<file path="src/rtl/ship_drrip_cache_replacement_macros.svh">
// Assertion macros for the SHiP/DRRIP replacement block.
// Used by the top level only; expects clk_i and rst_ni in scope.
`ifndef SHIP_DRRIP_CACHE_REPLACEMENT_MACROS_SVH
`define SHIP_DRRIP_CACHE_REPLACEMENT_MACROS_SVH

// Consequent must hold in the same cycle as the antecedent.
`define SDCR_ASSERT_NOW(label, ante, cons, msg) \
  label: assert property (@(posedge clk_i) disable iff (!rst_ni) (ante) |-> (cons)) \
    else $error(msg);

// Consequent must hold in the cycle after the antecedent.
`define SDCR_ASSERT_NEXT(label, ante, cons, msg) \
  label: assert property (@(posedge clk_i) disable iff (!rst_ni) (ante) |=> (cons)) \
    else $error(msg);

`endif

</file>
<file path="src/rtl/sdcr_pkg.sv">
// Shared types and constants of the SHiP/DRRIP replacement block.
// No dependencies; imported by the controller, datapath and top level.
package sdcr_pkg;

  // Fixed field widths of the beats
  localparam int SET_IN_W = 11;
  localparam int WAY_IN_W = 4;
  localparam int PC_W     = 64;
  localparam int ADDR_W   = 48;
  localparam int VICTIM_W = 4;

  // Default geometry
  localparam int NUM_SETS_DEF       = 2048;
  localparam int NUM_WAYS_DEF       = 16;
  localparam int SIG_WIDTH_DEF      = 6;
  localparam int SELECTOR_WIDTH_DEF = 10;
  localparam int LEADER_SETS_DEF    = 64;

  // Re-reference values
  localparam int          RRPV_W    = 2;
  localparam logic [1:0]  RRPV_MAX  = 2'd3;
  localparam logic [1:0]  RRPV_LONG = 2'd2;
  localparam logic [1:0]  RRPV_NEAR = 2'd0;

  // Reuse counters
  localparam logic [1:0]  REUSE_MAX  = 2'd3;
  localparam logic [1:0]  REUSE_PRED = 2'd2;
  localparam logic [1:0]  REUSE_ZERO = 2'd0;

  // Signature taken from address bits above the line offset
  localparam int SIG_SHIFT = 6;

  // Random source for bimodal insertion
  localparam int           LFSR_W    = 16;
  localparam logic [15:0]  LFSR_SEED = 16'hACE1;
  localparam int           DRAW_BITS = 5;

  // Beat kinds
  localparam logic KIND_VICTIM = 1'b0;
  localparam logic KIND_UPDATE = 1'b1;

  // Controller states
  typedef enum logic [4:0] {
    ST_CLEAR = 5'b00001,
    ST_IDLE  = 5'b00010,
    ST_LOOK  = 5'b00100,
    ST_FILL  = 5'b01000,
    ST_HOLD  = 5'b10000
  } sdcr_state_e;

  // Controller to datapath
  typedef struct packed {
    logic clear;     // sweep step of the reset clearing pass
    logic capture;   // beat accepted: latch fields, read set rows
    logic look;      // set rows available: victim / hit work
    logic fill;      // fill insertion and counter decrement
    logic out_load;  // load the output register
    logic res_live;  // output comes from this cycle's victim search
  } sdcr_cmd_t;

  // Datapath to controller
  typedef struct packed {
    logic is_fill;   // captured beat is a fill on a valid way
  } sdcr_sts_t;

endpackage

</file>
<file path="src/rtl/sdcr_ctrl.sv">
// Sequencer of the SHiP/DRRIP replacement block: clearing pass, per-beat steps
// and the output handshake. Depends on sdcr_pkg.
module sdcr_ctrl #(
  parameter int NUM_SETS  = sdcr_pkg::NUM_SETS_DEF,
  parameter int SIG_WIDTH = sdcr_pkg::SIG_WIDTH_DEF,
  localparam int CLR_LEN  = (NUM_SETS > (1 << SIG_WIDTH)) ? NUM_SETS : (1 << SIG_WIDTH),
  localparam int CLR_W    = $clog2(CLR_LEN)
) (
  input  logic                clk_i,
  input  logic                rst_ni,
  input  logic                in_valid_i,
  output logic                in_ready_o,
  output logic                out_valid_o,
  input  logic                out_ready_i,
  input  sdcr_pkg::sdcr_sts_t sts_i,
  output sdcr_pkg::sdcr_cmd_t cmd_o,
  output logic [CLR_W-1:0]    clr_addr_o
);
  import sdcr_pkg::*;

  sdcr_state_e      state_q, state_d;
  logic [CLR_W-1:0] clr_q, clr_d;
  logic             out_valid_q, out_valid_d;
  logic             slot_free;

  assign slot_free   = !out_valid_q || out_ready_i;
  assign in_ready_o  = (state_q == ST_IDLE);
  assign out_valid_o = out_valid_q;
  assign clr_addr_o  = clr_q;

  // Next state and commands
  always_comb begin
    state_d = state_q;
    clr_d   = clr_q;
    cmd_o   = '0;
    unique case (state_q)
      ST_CLEAR: begin
        cmd_o.clear = 1'b1;
        clr_d       = clr_q + 1'b1;
        if (clr_q == CLR_W'(CLR_LEN - 1)) begin
          state_d = ST_IDLE;
        end
      end
      ST_IDLE: begin
        if (in_valid_i) begin
          cmd_o.capture = 1'b1;
          state_d       = ST_LOOK;
        end
      end
      ST_LOOK: begin
        cmd_o.look     = 1'b1;
        cmd_o.res_live = 1'b1;
        if (sts_i.is_fill) begin
          state_d = ST_FILL;
        end else if (slot_free) begin
          cmd_o.out_load = 1'b1;
          state_d        = ST_IDLE;
        end else begin
          state_d = ST_HOLD;
        end
      end
      ST_FILL: begin
        cmd_o.fill = 1'b1;
        if (slot_free) begin
          cmd_o.out_load = 1'b1;
          state_d        = ST_IDLE;
        end else begin
          state_d = ST_HOLD;
        end
      end
      ST_HOLD: begin
        if (slot_free) begin
          cmd_o.out_load = 1'b1;
          state_d        = ST_IDLE;
        end
      end
      default: begin
        state_d = ST_CLEAR;
      end
    endcase
  end

  // Output valid: set on load, dropped when the beat is taken
  always_comb begin
    out_valid_d = out_valid_q;
    if (cmd_o.out_load) begin
      out_valid_d = 1'b1;
    end else if (out_ready_i) begin
      out_valid_d = 1'b0;
    end
  end

  always_ff @(posedge clk_i or negedge rst_ni) begin
    if (!rst_ni) begin
      state_q     <= ST_CLEAR;
      clr_q       <= '0;
      out_valid_q <= 1'b0;
    end else begin
      state_q     <= state_d;
      clr_q       <= clr_d;
      out_valid_q <= out_valid_d;
    end
  end

endmodule

</file>
<file path="config.mk">
export PLATFORM = sky130hd
export DESIGN_NAME = sdcr_ctrl
export DESIGN_NICKNAME = d
export VERILOG_FILES = /design/src/rtl/ship_drrip_cache_replacement_macros.svh /design/src/rtl/sdcr_pkg.sv /design/src/rtl/sdcr_ctrl.sv
export SDC_FILE = /design/constraint.sdc
export NUM_CORES = 1
export LEC_CHECK = 0
export BUFFER_PORTS_ARGS = -buffer_cell sky130_fd_sc_hd__buf_2
export CORE_ASPECT_RATIO = 1.5
export CORE_MARGIN = 2
export CORE_UTILIZATION = 39
export DETAILED_ROUTE_END_ITERATION = 10
export GPL_ROUTABILITY_DRIVEN = 0
export HOLD_SLACK_MARGIN = 0.1
export SLEW_MARGIN = 30
export SYNTH_ARGS = -nofsm -noshare
export SYNTH_HDL_FRONTEND = slang
export SYNTH_SLANG_ARGS = --single-unit
</file>
<file path="constraint.sdc">
create_clock -name clk_i -period 1.9 [get_ports clk_i]
set_input_delay 0.285 -clock clk_i [delete_from_list [all_inputs] [get_ports clk_i]]
set_output_delay 0.285 -clock clk_i [all_outputs]
set_load 0.005 [all_outputs]
</file>
==> results of run 1 <==
-- placed cells by master, fill, tap and decap left out --
master         netlist  layout
or3_4                1       1
nor4b_1              1       1
a21oi_1              1       1
nor2b_1              2       2
nand3_1              5       5
nand4_1              1       1
clkbuf_4             0       3
nor3_4               2       2
xnor2_1              7       7
a22oi_1              1       1
and4_1               1       1
nand2_1              4       4
and2_1               4       4
buf_2                0      23
clkbuf_1             0       1
o211ai_1             1       1
o21ai_1              2       2
xor2_1               4       4
nor2_1               7       7
dlygate4sd3_1        0       1
a21o_1               1       1
dfstp_2              1       1
ha_1                 1       1
nor3_1               1       1
nor2_4               0       1
and3_1               5       5
a311oi_1             1       1
nand2b_1             5       5
mux2_1               1       1
dfrtp_1             16      16
o21ai_0              1       1
-- synth_stat cells, types with 2 or more instances --
master	n
dfrtp_1	16
nor2_1	7
xnor2_1	7
and3_1	5
nand2b_1	5
nand3_1	5
and2_1	4
nand2_1	4
xor2_1	4
buf_4	2
nor2b_1	2
nor3_4	2
o21ai_1	2
-- critical path: cells and delay by family (launching register included) --
family / cells / cell delay [ps]
flip-flops: 1 / 450
buffers and inverters: 1 / 140
AND/OR/NAND/NOR: 2 / 650
-- layout make-up --
class                   count  area, µm²  share of cell area, %
flip-flops and latches     17        427                   41.5
repair buffers             24        125                   12.2
clock buffers               4       26.3                   2.56
well taps                  22       27.5                   2.68
multi-input cells          61        422                   41.0
-- sequential cells by signal (all words and copies together) (netlist names) --
signal / flops
clr_addr_o: 11
out_valid_o: 1
state_q: 5
-- worst max-delay path by stage --
stage	startpoint	endpoint	slack, ps	cells after the start
6_report	state_q[1]	cmd_o[5]	100	3
5_1_grt	state_q[1]	cmd_o[5]	10	3
4_1_cts	state_q[1]	cmd_o[5]	4	3
3_5_place_dp	state_q[1]	clr_addr_o[1]	300	3
3_3_place_gp	state_q[1]	clr_addr_o[1]	330	3
2_1_floorplan	state_q[1]	clr_addr_o[1]	370	3
-- logic make-up (layout without fill, tap and decap cells) --
| family | count (synthesis) | count (layout) | synth area share, % |
|---|---|---|---|
| compound gates | 8 | 8 | 5.98 |
| xor+xnor | 11 | 11 | 11.2 |
| fa+ha+maj | 1 | 1 | 1.46 |
| buf+inv | 2 | 28 | 1.75 |
| flops | 17 | 17 | 49.7 |
| mux | 1 | 1 | 1.31 |
| simple gates | 40 | 40 | 28.6 |
-- metal layers --
metal / global-route usage, % / up-vias / part of all wire, %
met5: 0 / - / 0
met4: 8.04 / 0 / 1.1
met3: 1.76 / 2 / 4.5
met2: 25.1 / 17 / 52
met1: 14.6 / 303 / 42
li1: - / 329 / -
-- timing repair --
| item | in CTS | in global routing |
|---|---|---|
| resized for setup | 0 | 1 |
| hold endpoints to repair | 16 | 0 |
| endpoints found under the setup margin | 0 | 1 |
| hold buffers | 1 | 0 |
| setup buffers | 0 | 0 |
-- stage by stage --
step                      instance area (µm²)  setup slack, ps  total power [mW]
after global placement                    986              329             0.381
after CTS                                1020             4.29             0.571
final                                    1030              100             0.556
after detailed placement                  986              298             0.381
after global routing                     1030             10.9             0.588
after floorplan                           858              366             0.369
-- power by group through the flow --
stage | Combinational (mW) | Clock, mW | Sequential [mW]
after floorplan | 0.000660 | 0 | 0.369
after global placement | 0.0121 | 0 | 0.369
after detailed placement | 0.0124 | 0 | 0.369
after CTS | 0.0138 | 0.195 | 0.362
after global routing | 0.0153 | 0.211 | 0.362
final | 0.0134 | 0.181 | 0.362
==> key figures, run 1 <==
CTS
  • CTS tree: done
  • Sink Count: 17
  • Clock Path Buffers: 2
  • Depth of the CTS H-tree: 1
  • Clock-pin transition on the worst setup and hold timing paths: 90 ps
  • CTS Buf Count: 3
  • Root buf cell: clkbuf_4
  • Skew-Pair Late Insertion Delay: roughly 270 ps

Worst hold path
  • Hold path depth: 2
  • Worst hold path startpoint: sts_i
  • Hold Path End: state_q[3]
  • Worst hold path type: in -> reg

Outcome
  • Outcome: complete, no violations

Die
  • Core Area: slightly above 0.002 mm²
  • Die X: 42.3 µm
  • Starting density of the core: about two fifths
  • IO Pins: 24
  • Die Area: 0.00260 mm²
  • Row cnt: 20
  • Die Y: between 60 and 70 µm

Synthesis
  • Syn Nets: 86
  • Top_reg_cell synth: dfrtp_1
  • Synthesized area: 858 µm²
  • Yosys warns: 0
  • Area share of the largest cell type after synthesis: approximately 47%
  • Synth top area cells: dfrtp_1, xnor2_1, xor2_1
  • Distinct cells, synth: 28
  • Syn Area/Cell: 10.7 µm²
  • Largest area contributor in the netlist: dfrtp_1
  • Sequential fraction of the synthesis area: 49.7%
  • Asr flop ratio synth: 100%
  • Mapped Cells: 80
  • FF+latch count, synth: 17
  • EDFF count, synth: 0

Setup path
  • FF-to-FF setup slack: about 290 ps
  • R2R Path End: state_q[1]
  • Reg2Reg Depth: 4
  • RR Startpoint: state_q[1]
  • Critical path required time: around 1600 ps
  • Worst setup SP type: flip-flop
  • Arrival @ worst endpoint: between 1500 and 2000 ps
  • Crit. End Element: output pin
  • Critical path class: reg -> out
  • Cell Chain, Critical Path: or3_4, nor2_4, buf_2
  • Crit-path max FO: 6
  • Slowest stage delay, CP: 470 ps
  • Critical path's slowest cell: or3_4

Placed design
  • Port buffer count: 23
  • DPL Wire Length: ~1.2 mm
  • Placed cells: between 100 and 150

Global route
  • Grt total ovfl: 0
  • Total global-route track usage: between 10% and 20%
  • Largest net degree at the start of global routing: 18
  • Vias in the first global route: between 600 and 700
  • Antenna violations before repair: 0
  • First-pass GRT wire length: between 2 and 3 mm

Power
  • P_int: around 450 µW
  • Comb pwr share: around 2.4%
  • Sequential Power Share: roughly two thirds
  • Maximum VDD drop: 0.000346 V
  • Clock Power Share: 32.6%
  • Switching share of power: around a fifth
  • P_leak: about 0.52 nW
  • Switch Pwr: ~110 µW
  • Pwr/cell area: approximately 540 mW/mm²

Layout
  • Fin util: roughly 50%
  • # diodes: 0
  • Area delta synth->final: 19.7%
  • NumNets Final: between 100 and 150
  • Final non-filler cell total: roughly 130
  • Share of layout cells above drive strength 1: 29.2%
  • Fill cells: 206

Route
  • Avg WL per Cell: roughly 12 µm
  • Post-DR vias/cell: ~5.1
  • Drt pass-1 iters: 4
  • Vias: about 650
  • DR DRC count: 0
  • Post-DRT Antenna Nets: 0
  • Violation count after the first detailed-routing iteration: 11
  • Final wirelength: 1.58 mm

Timing
  • Final hold violation count: 0
  • Worst Tran Pin Value: about 390 ps
  • Setup TNS: 0 ps
  • RSZ-0062 raised after global routing: false
  • Tmin final: 1800 ps
  • Setup Skew: 1.20 ps
  • Slew Limit Fails: 0
  • Setup violators final: 0
  • Hold slack: about 230 ps
  • Crit share post-route: 94.7%
  • Achievable Freq: 0.556 GHz
  • Slew headroom: about 74%

Run
  • Max_cap viols: 0
Power figures use the tool's default switching activity.
==> inputs of run 2 (changes only) <==
BUFFER_PORTS_ARGS = not set   (was -buffer_cell sky130_fd_sc_hd__buf_2)
DONT_BUFFER_PORTS = 1   (was not set)
==> run 2 against run 1 <==
  * Combinational power down 34%
  * Register-to-register slack worse by 20 ps
  * Clock power up 3%
  * Critical path type unchanged
  * Highest routed layer unchanged
==> key figures, run 2 (same netlist as run 1, synthesis figures left out) <==
Setup path
  • CP Launch Point: state_q[1]
  • Crit path buffers/inverters: 0 (-1)
  • Levels on crit path: 2 (-1)
  • Slowest stage delay, CP: 460 ps (about the same)
  • Reg2Reg Depth: 3 (-1)
  • Cell family with most CP delay: simple AND/OR/NAND/NOR gates
  • Crit-path max FO: 6 (unchanged)
  • Worst setup SP type: flip-flop
  • FF-to-FF setup slack: 270 ps (-20 ps)
  • Arrival @ worst endpoint: 1440 ps (-70 ps)
  • Critical path required time: 1620 ps (about the same)
  • Cell Chain, Critical Path: or3_4, nor2_2
  • Critical path endpoint: cmd_o[5]
  • RR Startpoint: state_q[1]
  • R2R Path End: clr_addr_o[1]
  • Crit. End Element: output pin
  • Critical path class: reg -> out
  • Critical path's slowest cell: or3_4

Timing
  • Achievable Freq: 0.579 GHz (+4.1%)
  • Hold slack: 129 ps (-101 ps)
  • Final setup margin: 171 ps (+71.0 ps)
  • Slew Limit Fails: 0 (unchanged)
  • Slew headroom: 48.7% (-25 points)
  • Final hold violation count: 0 (unchanged)
  • RSZ-0062 raised after global routing: false
  • Crit share post-route: 91.0% (-3.7 points)
  • Worst Tran Pin Value: 767 ps (+380 ps)
  • Setup violators final: 0 (unchanged)
  • Setup Skew: 1.77 ps (+0.570 ps)
  • Tmin final: 1730 ps (-71.0 ps)
  • Setup TNS: 0 ps (unchanged)

Worst hold path
  • Worst hold path type: in -> reg

CTS
  • Post-CTS Resized: 0 (unchanged)
  • CTS Buf Count: 3 (unchanged)
  • Skew-Pair Late Insertion Delay: 280 ps (about the same)
  • Clock-pin transition on the worst setup and hold timing paths: 90 ps (about the same)
  • Root buf cell: clkbuf_4
  • Sink Count: 17 (unchanged)
  • Depth of the CTS H-tree: 1 (unchanged)
  • Post-CTS Setup Repair Bufs: 0 (unchanged)
  • Clock Path Buffers: 2 (unchanged)
  • CTS tree: done

Power
  • Sequential Power Share: 65.0% (about the same)
  • P_int: 445 µW (-0.61%)
  • Pwr/cell area: 613 mW/mm² (+13%)
  • Comb pwr share: 1.6% (-0.8 points)
  • Switch Pwr: 111 µW (+2.4%)
  • Maximum VDD drop: 0.000385 V (+11%)
  • Clock Power Share: 33.4% (+0.8 points)
  • Switching share of power: 20.0% (+0.47 points)
  • P_leak: 0.409 nW (-22%)

Route
  • Avg WL per Cell: 13.9 µm (+13%)
  • Drt pass-1 iters: 4 (unchanged)
  • Vias: 582 (-11%)
  • Final wirelength: 1.46 mm (-7.6%)
  • Violation count after the first detailed-routing iteration: 11 (unchanged)
  • Post-DR vias/cell: 5.54 (+9.0%)
  • DR DRC count: 0 (unchanged)
  • Post-DRT Antenna Nets: 0 (unchanged)

Layout
  • Area delta synth->final: 5.69%
  • Share of layout cells above drive strength 1: 9.64% (-20 points)
  • Max FFs per register: 11 (unchanged)
  • Most frequent cells in the layout: dfrtp_1, nor2_1, xnor2_1
  • # diodes: 0 (unchanged)
  • NumNets Final: 90 (-20%)
  • Fin util: 44.2% (-5.9 points)
  • Most common cell after layout, fill and taps aside: dfrtp_1

Run
  • Max_cap viols: 0 (unchanged)

Die
  • Die X: 42.3 µm (unchanged)
  • Die Area: 0.00260 mm² (unchanged)
  • Die Y: 61.5 µm (unchanged)
  • IO Pins: 24 (unchanged)
  • Row cnt: 20 (unchanged)
  • Core Area: 0.00205 mm² (unchanged)
  • Starting density of the core: 41.8% (unchanged)

Global route
  • Total global-route track usage: 13.1% (-0.40 points)
  • First-pass GRT wire length: 2.48 mm (-4.0%)
  • Largest net degree at the start of global routing: 18 (unchanged)
  • Antenna violations before repair: 0 (unchanged)
  • Grt total ovfl: 0 (unchanged)
  • Vias in the first global route: 611 (-2.9%)

Outcome
  • Outcome: complete, no violations

Placed design
  • Pre-CTS setup slack: 267 ps (-31.6 ps)
  • Port buffer count: 0 (-100%)
  • DPL Wire Length: 1.11 mm (-6.9%)
==> run 2: changes by cell type in the layout (fill, tap and decap cells not counted), sizes merged <==
cell,previous run,this run
buf,23,0
==> run 2: cell type report <==
type	instances	area [µm²]
Clock buffer	4	26.3
Tap cell	22	27.5
Timing Repair Buffer	1	10.0
Multi-Input combinational cell	61	417
Sequential cell	17	427
Fill cell	207	1140
==> run 2: per-layer routing <==
layer	share of wire [%]	wire length (µm)	track usage [%]
met4	1.6	23	9.38
met5	0	0	0
met1	41	601	12.3
met3	5.1	74	3.23
met2	52	763	24.6
==> run 2: what timing repair did <==
item	4_1_cts	5_1_grt
hold endpoints to repair	17	0
setup endpoints to repair	0	0
hold buffers	1	0
==> run 2: per-stage QoR <==
stage | cell area, µm² | power, mW | cells
after floorplan | 858 | 0.369 | 80
after global placement | 871 | 0.369 | 100
after detailed placement | 871 | 0.369 | 100
after CTS | 907 | 0.571 | 105
after global routing | 907 | 0.586 | 105
final | 907 | 0.556 | 105
==> run 2: worst min path at each step <==
stage / start / endpoint / slack (ps) / cells past startpoint
after detailed placement: rst_ni / clr_addr_o[2] / -10 / 0
after global routing: sts_i / state_q[3] / 110 / 1
after CTS: in_valid_i / state_q[2] / 110 / 1
after global placement: rst_ni / clr_addr_o[2] / -10 / 0
final: in_valid_i / state_q[2] / 130 / 1
after floorplan: rst_ni / clr_addr_o[0] / -10 / 0
==> run 2: worst register-to-register path: cells and delay by family (launching register included) <==
kind / cells / cell delay (ps)
muxes: 1 / 350
and+or+nand+nor: 2 / 720
DFF: 1 / 450
==> run 2: power by group through the flow <==
stage                     clock network [mW]  logic (mW)  registers [mW]
after CTS                              0.200     0.00942           0.362
after global placement                     0    0.000660           0.369
final                                  0.186     0.00881           0.362
after floorplan                            0    0.000660           0.369
after global routing                   0.214      0.0105           0.362
after detailed placement                   0    0.000660           0.369
